File: src/hdl/piecewise_linear_curve_lookup_defines.svh
// assertion macros for the curve lookup block
`ifndef PIECEWISE_LINEAR_CURVE_LOOKUP_DEFINES_SVH
`define PIECEWISE_LINEAR_CURVE_LOOKUP_DEFINES_SVH

// condition must hold in the same cycle
`define PWLCL_ASSERT_NOW(lbl, ante, cons) \
    lbl: assert property (@(posedge clk) disable iff (!rst_n) (ante) |-> (cons)) \
        else $error("pwlcl: same-cycle check failed");

// condition must hold in the next cycle
`define PWLCL_ASSERT_NEXT(lbl, ante, cons) \
    lbl: assert property (@(posedge clk) disable iff (!rst_n) (ante) |=> (cons)) \
        else $error("pwlcl: next-cycle check failed");

`endif

File: src/hdl/pwlcl_pkg.sv
package pwlcl_pkg;

    localparam int MAX_ROWS   = 6;
    localparam int MIN_ROWS   = 2;
    localparam int NUM_REGS   = MAX_ROWS + 1;
    localparam int REG_IDX_W  = $clog2(NUM_REGS);
    localparam int ADDR_W     = REG_IDX_W + 2;
    localparam int ROW_IDX_W  = $clog2(MAX_ROWS);

    localparam int ROWS_W     = 3;
    localparam int KEY_W      = 16;
    localparam int VAL_W      = 16;
    localparam int ROW_W      = 32;
    localparam int DATA_W     = 32;
    localparam int PCT_W      = 16;

    localparam int PCT_SCALE  = 100;
    localparam int SCALE_W    = $clog2(PCT_SCALE);
    localparam int PROD_W     = 2 * KEY_W;
    localparam int DVD_W      = PROD_W + SCALE_W;
    localparam int QUO_W      = KEY_W + SCALE_W;
    localparam int DIV_STAGES = QUO_W;
    localparam int V2_W       = QUO_W;

    localparam int RECIP_SHIFT = 30;
    localparam int RECIP_W     = 24;
    localparam logic [RECIP_W-1:0] RECIP = RECIP_W'((64'd1 << RECIP_SHIFT) / PCT_SCALE + 1);

    localparam logic [REG_IDX_W-1:0] REG_ROWS_IN_USE = REG_IDX_W'(0);
    localparam logic [REG_IDX_W-1:0] REG_ROW_FIRST   = REG_IDX_W'(1);
    localparam logic [ROWS_W-1:0]    ROWS_RESET      = ROWS_W'(6);

    localparam logic signed [PCT_W-1:0] PCT_MAX = 16'sh7fff;
    localparam logic signed [PCT_W-1:0] PCT_MIN = 16'sh8000;

    typedef struct packed {
        logic             clamp;
        logic             zero_key;
        logic [VAL_W-1:0] base_val;
        logic [KEY_W-1:0] s;
        logic [KEY_W-1:0] key_a;
        logic [KEY_W-1:0] key_b;
        logic [VAL_W-1:0] v3;
    } sel_t;

    typedef struct packed {
        logic             clamp;
        logic             zero_key;
        logic             neg;
        logic [VAL_W-1:0] base_val;
        logic [KEY_W-1:0] den;
    } side_t;

    typedef struct packed {
        side_t            side;
        logic [KEY_W-1:0] op_a;
        logic [KEY_W-1:0] op_b;
    } opd_t;

    typedef struct packed {
        side_t             side;
        logic [PROD_W-1:0] prod;
    } prod_t;

    typedef struct packed {
        side_t            side;
        logic [DVD_W-1:0] dvd;
    } dvd_t;

    typedef struct packed {
        side_t            side;
        logic [KEY_W-1:0] rem;
        logic [QUO_W-1:0] bits;
    } div_t;

    typedef struct packed {
        logic                     clamp;
        logic [VAL_W-1:0]         base_val;
        logic [V2_W-1:0]          v2;
        logic signed [PCT_W-1:0]  pct;
    } post_t;

    function automatic logic [ROW_W-1:0] row_default(input int r);
        logic [ROW_W-1:0] v;
        case (r)
            0:       v = {16'd10000, 16'd5000};
            1:       v = {16'd7600,  16'd3850};
            2:       v = {16'd5200,  16'd2750};
            3:       v = {16'd2600,  16'd1640};
            4:       v = {16'd1300,  16'd1070};
            5:       v = {16'd0,     16'd500};
            default: v = '0;
        endcase
        return v;
    endfunction

    function automatic logic [KEY_W-1:0] abs_diff(input logic [KEY_W-1:0] a,
                                                  input logic [KEY_W-1:0] b);
        logic [KEY_W-1:0] d;
        if (a >= b)
        begin
            d = a - b;
        end
        else
        begin
            d = b - a;
        end
        return d;
    endfunction

    // one restoring step, one quotient bit
    function automatic div_t div_step(input div_t d);
        div_t           n;
        logic [KEY_W:0] t;
        logic [KEY_W:0] diff;
        n    = d;
        t    = {d.rem, d.bits[QUO_W-1]};
        diff = t - {1'b0, d.side.den};
        if (t >= {1'b0, d.side.den})
        begin
            n.rem  = diff[KEY_W-1:0];
            n.bits = {d.bits[QUO_W-2:0], 1'b1};
        end
        else
        begin
            n.rem  = t[KEY_W-1:0];
            n.bits = {d.bits[QUO_W-2:0], 1'b0};
        end
        return n;
    endfunction

endpackage

File: src/hdl/piecewise_linear_curve_lookup.sv
// channel  dir  handshake                    payload
// in       in   in_valid / in_ready          sample
// out      out  out_valid / out_ready        level_value, overrange_percent
// cfg      in   psel, penable, pwrite        paddr, pwdata; prdata, pready
//
// one transfer per cycle while no untaken result is held at the output
// every result passes through the 23-stage restoring divider, one quotient bit per stage
// a result that is not taken freezes the whole pipeline and holds in_ready low
// reset empties the pipeline and loads the default breakpoint table
`include "piecewise_linear_curve_lookup_defines.svh"

module piecewise_linear_curve_lookup
    import pwlcl_pkg::*;
(
    input  logic                     clk,
    input  logic                     rst_n,

    input  logic                     psel,
    input  logic                     penable,
    input  logic                     pwrite,
    input  logic [ADDR_W-1:0]        paddr,
    input  logic [DATA_W-1:0]        pwdata,
    output logic [DATA_W-1:0]        prdata,
    output logic                     pready,

    input  logic                     in_valid,
    output logic                     in_ready,
    input  logic [KEY_W-1:0]         sample,

    output logic                     out_valid,
    input  logic                     out_ready,
    output logic [VAL_W-1:0]         level_value,
    output logic signed [PCT_W-1:0]  overrange_percent
);

    localparam int IDX_S1       = 0;
    localparam int IDX_S2       = IDX_S1 + 1;
    localparam int IDX_S3       = IDX_S2 + 1;
    localparam int IDX_S4       = IDX_S3 + 1;
    localparam int IDX_DIV0     = IDX_S4 + 1;
    localparam int IDX_DIV_LAST = IDX_DIV0 + DIV_STAGES - 1;
    localparam int IDX_POST     = IDX_DIV_LAST + 1;
    localparam int IDX_OUT      = IDX_POST + 1;
    localparam int NSTAGE       = IDX_OUT + 1;

    logic [ROWS_W-1:0]         rows_in_use_reg;
    logic [ROW_W-1:0]          row_reg [MAX_ROWS];

    logic                      cfg_wr;
    logic [REG_IDX_W-1:0]      cfg_idx;

    logic [NSTAGE-1:0]         vld_reg;
    logic                      adv;

    sel_t                      s1_reg, s1_next;
    opd_t                      s2_reg, s2_next;
    prod_t                     s3_reg;
    dvd_t                      s4_reg;
    div_t                      div_reg [DIV_STAGES];
    div_t                      div_init;
    post_t                     post_reg, post_next;
    logic [VAL_W-1:0]          level_reg, level_next;
    logic signed [PCT_W-1:0]   pct_reg;
    logic                      clamp_out_reg;

    logic [ROWS_W-1:0]         rows_eff;
    logic [ROW_IDX_W-1:0]      last;
    logic [ROW_IDX_W-1:0]      pick;
    logic [KEY_W-1:0]          k0;
    logic [KEY_W-1:0]          kl;
    logic [VAL_W-1:0]          vl;
    logic [KEY_W-1:0]          r1;
    logic [KEY_W-1:0]          r3;
    logic [VAL_W-1:0]          v1;
    logic [VAL_W-1:0]          v3;
    logic                      rising;
    logic                      below;
    logic                      above;

    logic [QUO_W-1:0]          quo;
    logic [V2_W-1:0]           base100;
    logic [V2_W:0]             v2_wide;
    logic [V2_W+RECIP_W-1:0]   recip_prod;

    // configuration port

    assign pready  = 1'b1;
    assign cfg_wr  = psel & penable & pwrite & pready;
    assign cfg_idx = paddr[ADDR_W-1:2];

    always_ff @(posedge clk or negedge rst_n)
    begin
        if (!rst_n)
        begin
            rows_in_use_reg <= ROWS_RESET;
            for (int r = 0; r < MAX_ROWS; r++)
            begin
                row_reg[r] <= row_default(r);
            end
        end
        else if (cfg_wr)
        begin
            if (cfg_idx == REG_ROWS_IN_USE)
            begin
                rows_in_use_reg <= pwdata[ROWS_W-1:0];
            end
            for (int r = 0; r < MAX_ROWS; r++)
            begin
                if (cfg_idx == REG_IDX_W'(r) + REG_ROW_FIRST)
                begin
                    row_reg[r] <= pwdata;
                end
            end
        end
    end

    always_comb
    begin
        prdata = '0;
        if (cfg_idx == REG_ROWS_IN_USE)
        begin
            prdata = DATA_W'(rows_in_use_reg);
        end
        for (int r = 0; r < MAX_ROWS; r++)
        begin
            if (cfg_idx == REG_IDX_W'(r) + REG_ROW_FIRST)
            begin
                prdata = row_reg[r];
            end
        end
    end

    // pipeline control

    assign adv       = !vld_reg[IDX_OUT] | out_ready;
    assign in_ready  = adv;
    assign out_valid = vld_reg[IDX_OUT];

    always_ff @(posedge clk or negedge rst_n)
    begin
        if (!rst_n)
        begin
            vld_reg <= '0;
        end
        else if (adv)
        begin
            vld_reg <= {vld_reg[NSTAGE-2:0], in_valid};
        end
    end

    // stage 1: clamp detection and bracketing row search

    always_comb
    begin
        rows_eff = rows_in_use_reg;
        if (rows_in_use_reg < ROWS_W'(MIN_ROWS))
        begin
            rows_eff = ROWS_W'(MIN_ROWS);
        end
        else if (rows_in_use_reg > ROWS_W'(MAX_ROWS))
        begin
            rows_eff = ROWS_W'(MAX_ROWS);
        end
        last   = ROW_IDX_W'(rows_eff - ROWS_W'(1));
        k0     = row_reg[0][ROW_W-1:VAL_W];
        rising = row_reg[1][ROW_W-1:VAL_W] > k0;

        kl = '0;
        vl = '0;
        for (int r = 0; r < MAX_ROWS; r++)
        begin
            if (ROW_IDX_W'(r) == last)
            begin
                kl = row_reg[r][ROW_W-1:VAL_W];
                vl = row_reg[r][VAL_W-1:0];
            end
        end

        below = rising ? (sample <= k0) : (sample >= k0);
        above = rising ? (sample >= kl) : (sample <= kl);

        pick = last;
        for (int r = MAX_ROWS - 1; r >= 1; r--)
        begin
            if (ROW_IDX_W'(r) < last &&
                (rising ? (row_reg[r][ROW_W-1:VAL_W] >= sample)
                        : (row_reg[r][ROW_W-1:VAL_W] <= sample)))
            begin
                pick = ROW_IDX_W'(r);
            end
        end

        r1 = '0;
        v1 = '0;
        r3 = '0;
        v3 = '0;
        for (int r = 1; r < MAX_ROWS; r++)
        begin
            if (ROW_IDX_W'(r) == pick)
            begin
                r1 = row_reg[r][ROW_W-1:VAL_W];
                v1 = row_reg[r][VAL_W-1:0];
                r3 = row_reg[r-1][ROW_W-1:VAL_W];
                v3 = row_reg[r-1][VAL_W-1:0];
            end
        end

        s1_next.s     = sample;
        s1_next.key_b = r3;
        s1_next.v3    = v3;
        if (below)
        begin
            s1_next.clamp    = 1'b1;
            s1_next.base_val = row_reg[0][VAL_W-1:0];
            s1_next.key_a    = k0;
        end
        else if (above)
        begin
            s1_next.clamp    = 1'b1;
            s1_next.base_val = vl;
            s1_next.key_a    = kl;
        end
        else
        begin
            s1_next.clamp    = 1'b0;
            s1_next.base_val = v1;
            s1_next.key_a    = r1;
        end
        s1_next.zero_key = (s1_next.key_a == '0);
    end

    // stage 2: magnitudes and quotient sign

    always_comb
    begin
        s2_next.side.clamp    = s1_reg.clamp;
        s2_next.side.zero_key = s1_reg.zero_key;
        s2_next.side.base_val = s1_reg.base_val;
        s2_next.op_a          = abs_diff(s1_reg.s, s1_reg.key_a);
        if (s1_reg.clamp)
        begin
            s2_next.op_b     = KEY_W'(1);
            s2_next.side.den = s1_reg.zero_key ? KEY_W'(1) : s1_reg.key_a;
            s2_next.side.neg = s1_reg.s < s1_reg.key_a;
        end
        else
        begin
            s2_next.op_b     = abs_diff(s1_reg.v3, s1_reg.base_val);
            s2_next.side.den = abs_diff(s1_reg.key_b, s1_reg.key_a);
            s2_next.side.neg = (s1_reg.s < s1_reg.key_a)
                             ^ (s1_reg.v3 < s1_reg.base_val)
                             ^ (s1_reg.key_b < s1_reg.key_a);
        end
    end

    assign div_init.side = s4_reg.side;
    assign div_init.rem  = s4_reg.dvd[DVD_W-1:QUO_W];
    assign div_init.bits = s4_reg.dvd[QUO_W-1:0];

    // post stage: sign, saturation and rescale

    assign quo     = div_reg[DIV_STAGES-1].bits;
    assign base100 = {{(V2_W-VAL_W){1'b0}}, div_reg[DIV_STAGES-1].side.base_val}
                   * V2_W'(PCT_SCALE);

    always_comb
    begin
        post_next.clamp    = div_reg[DIV_STAGES-1].side.clamp;
        post_next.base_val = div_reg[DIV_STAGES-1].side.base_val;
        if (div_reg[DIV_STAGES-1].side.neg)
        begin
            v2_wide = {1'b0, base100} - {1'b0, quo};
        end
        else
        begin
            v2_wide = {1'b0, base100} + {1'b0, quo};
        end
        post_next.v2 = v2_wide[V2_W-1:0];

        if (!div_reg[DIV_STAGES-1].side.clamp || div_reg[DIV_STAGES-1].side.zero_key)
        begin
            post_next.pct = '0;
        end
        else if (div_reg[DIV_STAGES-1].side.neg)
        begin
            if (quo >= QUO_W'(32768))
            begin
                post_next.pct = PCT_MIN;
            end
            else
            begin
                post_next.pct = -$signed(quo[PCT_W-1:0]);
            end
        end
        else
        begin
            if (quo > QUO_W'(32767))
            begin
                post_next.pct = PCT_MAX;
            end
            else
            begin
                post_next.pct = $signed(quo[PCT_W-1:0]);
            end
        end
    end

    // divide by the percent scale through a reciprocal

    assign recip_prod = {{RECIP_W{1'b0}}, post_reg.v2} * {{V2_W{1'b0}}, RECIP};
    assign level_next = post_reg.clamp ? post_reg.base_val
                                       : recip_prod[RECIP_SHIFT +: VAL_W];

    always_ff @(posedge clk)
    begin
        if (adv)
        begin
            s1_reg          <= s1_next;
            s2_reg          <= s2_next;
            s3_reg.side     <= s2_reg.side;
            s3_reg.prod     <= {{KEY_W{1'b0}}, s2_reg.op_a} * {{KEY_W{1'b0}}, s2_reg.op_b};
            s4_reg.side     <= s3_reg.side;
            s4_reg.dvd      <= {{SCALE_W{1'b0}}, s3_reg.prod} * DVD_W'(PCT_SCALE);
            div_reg[0]      <= div_step(div_init);
            for (int j = 1; j < DIV_STAGES; j++)
            begin
                div_reg[j] <= div_step(div_reg[j-1]);
            end
            post_reg        <= post_next;
            level_reg       <= level_next;
            pct_reg         <= post_reg.pct;
            clamp_out_reg   <= post_reg.clamp;
        end
    end

    assign level_value       = level_reg;
    assign overrange_percent = pct_reg;

    `PWLCL_ASSERT_NEXT(a_accept_enters_pipe, in_valid && in_ready, vld_reg[IDX_S1])
    `PWLCL_ASSERT_NOW(a_div_rem_below_den, vld_reg[IDX_DIV_LAST],
        div_reg[DIV_STAGES-1].rem < div_reg[DIV_STAGES-1].side.den)
    `PWLCL_ASSERT_NOW(a_inside_no_overrange, out_valid && !clamp_out_reg,
        overrange_percent == '0)

endmodule

File: config.mk
export PLATFORM = sky130hd
export DESIGN_NAME = piecewise_linear_curve_lookup
export DESIGN_NICKNAME = d
export VERILOG_FILES = /design/src/hdl/pwlcl_pkg.sv /design/src/hdl/piecewise_linear_curve_lookup.sv
export VERILOG_INCLUDE_DIRS = /design/src /design/src/hdl
export SDC_FILE = /design/constraint.sdc
export NUM_CORES = 2
export LEC_CHECK = 0
export BUFFER_PORTS_ARGS = -buffer_cell sky130_fd_sc_hd__buf_4
export CAP_MARGIN = 20
export CORE_ASPECT_RATIO = 1.1
export CORE_MARGIN = 2
export CORE_UTILIZATION = 58
export CTS_CLUSTER_SIZE = 40
export DETAILED_ROUTE_END_ITERATION = 6
export MAX_ROUTING_LAYER = met4
export PLACE_DENSITY = 0.74
export SKIP_CTS_REPAIR_TIMING = 1
export SLEW_MARGIN = 10
export SYNTH_ARGS = -nofsm -noshare
export SYNTH_HDL_FRONTEND = slang
export SYNTH_SLANG_ARGS = --single-unit
File: constraint.sdc
create_clock -name clk -period 69.1 [get_ports clk]
set_clock_uncertainty 0.1 [all_clocks]
set_input_delay 0 -clock clk [delete_from_list [all_inputs] [get_ports clk]]
set_output_delay 0 -clock clk [all_outputs]
set_load 0.03 [all_outputs]
==> results by stage <==
Placed design:
- The global placement routability congestion is 0.944.
- The number of port buffers is 123.
- The half-perimeter wire length after detailed placement is 204 mm.
- Once placement completed, the tool counted placed cells totaling 13059.

Drt:
- The final wirelength is ~280 mm.
- The via count of the routed design is 78528.
- The first TritonRoute pass finished after 7 iterations.
- The iteration-0 DRC count of the detailed router is about 5900.
- Once detail routing completed, the nets flagged for antenna violations numbered 0.
- The via-per-instance ratio is 5.78.
- The number of DRC violations after detailed routing is 4.
- The detailed-route wire length per cell is slightly above 20 um.

Synthesis:
- Among all flip-flop cells after synthesis, the most frequent one is edfxtp_1.
- Counting every net in the synthesized netlist gives ~12000.
- The synthesized area per cell is between 10 and 15 sq um.
- The Yosys step of the flow raised 0 warnings.
- The number of unique standard cell types used by synthesis is 86.
- The synthesized instance count is just over 10000.
- The post-synthesis register bit count is between 2000 and 2500.
- The number of synthesized flops with an enable pin is ~2000.
- The mapped netlist covers ~130000 sq um.
- For this run, the register share of the synthesized area comes to between 50% and 60%.
- In the synthesized netlist the async set-or-reset flop fraction comes to 10.1%.

Layout:
- The number of nets in the final layout is between 10000 and 15000.
- Fill cells in the final layout number between 15000 and 20000.
- From synthesis to final layout, the design area changed by 10.4%.
- The utilization after layout is between 60% and 70%.
- The finished layout holds roughly 14000 standard cells, fillers aside.
- The share of cells above drive strength 1 is 11.2%.
- The flip-flop count of the largest register, all copies and words added is around 1600.

Outcome:
- The final reports fail on DRC.
- The run finished, with violations left.

Floorplan:
- The die covers between 200000 and 250000 sq um.
- The die width is 449 um.
- The die height is about 490 um.
- The number of top-level pins is ~130.
- The number of placement rows is around 180.
- The area inside the core boundary is ~220000 sq um.
- The initial standard-cell utilization of the core is 58.3%.

Global routing:
- Entering global routing, the biggest net connects just under 200 pins.
- The number of global-route vias before repair is between 70000 and 80000.
- The number of antenna violations at the first check in global routing was 7.
- Global routing consumed, over all layers together, a little over a quarter of the routing resources.
- Summed over all layers, the global routing overflow is 0.
- The wire length of the first global-routing pass is between 400 and 500 mm.

Timing:
- For the pin with the worst max-slew slack, the measured transition is 1190 ps.
- The final-report hold violation count is 0.
- The worst path uses about an eighth of the clock period.
- The final max-slew violation count is 0.
- The clock period minus final worst setup slack is about 8300 ps.
- Adding up every negative setup slack in the final design gives 0 ps.
- The highest attainable clock frequency is 121 MHz.
- Setup repair after global routing left no endpoint under its margin.
- In this run the tightest slew margin relative to its limit is around a fifth.
- The setup-violating endpoint count in the final report is 0.

Worst setup path:
- The slack of the worst reg-to-reg path is approximately 61000 ps.
- The worst-case reg-to-reg path depth is 27.
- The data required time of the critical path is between 60000 and 70000 ps.
- The worst setup path is launched from a flop.
- The category of the most critical setup path is reg -> reg.
- The origin of the worst setup path is post_reg[30]$_DFFE_PP_.
- The critical register-to-register path endpoint is level_value[15]$_DFFE_PP_.
- STA puts the critical path data arrival time at 8740 ps.
- The worst setup path is captured at a flop.
- The end point of the critical path is level_value[15]$_DFFE_PP_.
- Along the worst path, the maximum fanout reaches 6.
- In this run the critical register-to-register path is launched from post_reg[30]$_DFFE_PP_.

CTS:
- The maximum clock insertion buffer count is 3.
- The clock latency reported for the late side of the worst-skew pair is around 910 ps.
- The number of buffers added by the clock tree synthesis step is between 200 and 250.
- The tree built by TritonCTS fans out to approximately 2200 sinks.
- The register clock-pin slew on the reported worst setup and hold paths is around 60 ps.
- The H-tree level count is 4.
- The cell at the root of the clock tree is clkbuf_16.
- The clock tree from TritonCTS is built.

Run:
- Max-cap violations in this run came to 0.

Hold path:
- The min-delay analysis places its worst path in the category in -> reg.
==> worst max-delay path: stages (launching register included) <==
cell      delay, ps
edfxtp_1        660
inv_1           190
fa_1            610
inv_1            90
ha_1            280
inv_1            50
fa_1            490
inv_1            70
fa_1            520
fa_1            520
fa_1            550
inv_1            60
fa_1            550
inv_1            50
ha_1            260
nand2_1          50
nor2_1          200
nand3_1         180
a311oi_1        700
o211ai_1        240
a31oi_1         360
nand4_1         200
a31oi_1         260
a21oi_1         150
o21bai_1        220
a21o_1          160
xnor2_1         110
a21oi_1         120
==> cell usage in the layout, fill, tap and decap left out, types with 34 or more instances in the layout <==
cell type and instances:
nand2_1 623, nor3_1 154, nor2b_1 138, inv_1 1435, nor2_1 451, o21a_1 43, ha_1 1129, mux2i_1 160
a31oi_1 39, dlygate4sd3_1 105, nor4_1 44, a21o_1 149, xor2_1 132, mux2_2 520, xnor2_1 204, clkinv_2 44
clkbuf_1 34, a221oi_1 37, dfrtp_1 163, fa_1 455, nand2b_1 82, buf_4 199, o31ai_1 48, a22oi_1 38
clkbuf_16 225, clkinv_1 41, nand3_1 158, dfstp_2 61, a21oi_1 382, nand4_1 135, or3_1 35, a211oi_1 50
o211ai_1 56, edfxtp_1 2003, and2_1 95, o21ai_0 489, a21boi_0 115
==> Yosys cell counts (43+ instances only) <==
library cell | n | area (sq um)
edfxtp_1 | 2003 | 60100
inv_1 | 1435 | 5390
ha_1 | 1129 | 14100
nand2_1 | 627 | 2350
mux2_2 | 520 | 5860
o21ai_0 | 491 | 2460
fa_1 | 455 | 9110
nor2_1 | 452 | 1700
a21oi_1 | 382 | 1910
xnor2_1 | 204 | 1790
clkbuf_1 | 201 | 754
dfrtp_1 | 163 | 4080
mux2i_1 | 160 | 1600
nand3_1 | 160 | 801
nor3_1 | 155 | 776
a21o_1 | 150 | 1130
nor2b_1 | 143 | 895
nand4_1 | 135 | 845
xor2_1 | 132 | 1160
a21boi_0 | 115 | 863
and2_1 | 95 | 594
nand2b_1 | 83 | 519
dfstp_2 | 61 | 1600
o211ai_1 | 56 | 420
a211oi_1 | 50 | 375
o31ai_1 | 49 | 368
nor4_1 | 44 | 275
o21a_1 | 43 | 323
==> through the flow <==
| stage | hold WS (ps) | setup WS [ps] | cell area [sq um] |
|---|---|---|---|
| floorplan | -396 | 7010 | 126000 |
| global placement | 7.83 | 60780 | 131000 |
| detailed placement | 11.6 | 60730 | 131000 |
| CTS | -1010 | 60680 | 138000 |
| global route | 84.2 | 60340 | 139000 |
| finish | 97.6 | 60820 | 139000 |
==> cell families after synthesis <==
logic type	after synthesis	share of synthesized area [%]
flops	2227	52.2
other cells	1	0.00297
simple gates	2013	7.58
compound gates	1679	8.46
xor+xnor	336	2.33
fa+ha+maj	1584	18.4
mux	683	5.96
buf+inv	1694	5.07
==> cell type report <==
cell class,count,area (sq um),share of cell area (%)
Antenna cell,10,25.0,0.0180
Clock buffer,264,5830,4.18
Clock inverter,156,1780,1.28
Inverter,1435,5390,3.87
Multi-Input combinational cell,6296,54100,38.8
Sequential cell,2227,65800,47.3
Tap cell,2896,3620,2.60
Timing Repair Buffer,313,2720,1.95
==> routing by layer <==
metal / up-vias / wire length (um) / global-route usage, %
met3: 742 / 12500 / 2.99
met1: 38595 / 110000 / 30.7
met2: 2313 / 144000 / 45.3
met4: 0 / 13400 / 11.5
met5: - / 0 / -
li1: 36878 / - / -
==> worst min-delay path by stage <==
| stage | cells past startpoint | slack (ps) | end | from |
|---|---|---|---|---|
| floorplan | 0 | -400 | k0[0]$_DFFE_PN0P_ | rst_n |
| global placement | 1 | 8 | row_reg[3]$_DFFE_PN0P_ | rst_n |
| detailed placement | 1 | 10 | row_reg[3]$_DFFE_PN0P_ | rst_n |
| CTS | 1 | -1010 | row_reg[3]$_DFFE_PN0P_ | rst_n |
| global route | 4 | 80 | rows_in_use_reg[1]$_DFFE_PN1P_ | paddr[4] |
| finish | 4 | 100 | rows_in_use_reg[1]$_DFFE_PN1P_ | paddr[4] |
Power is not shown: default switching activity piles up to over one toggle a cycle in this logic, so the estimate is an artifact.
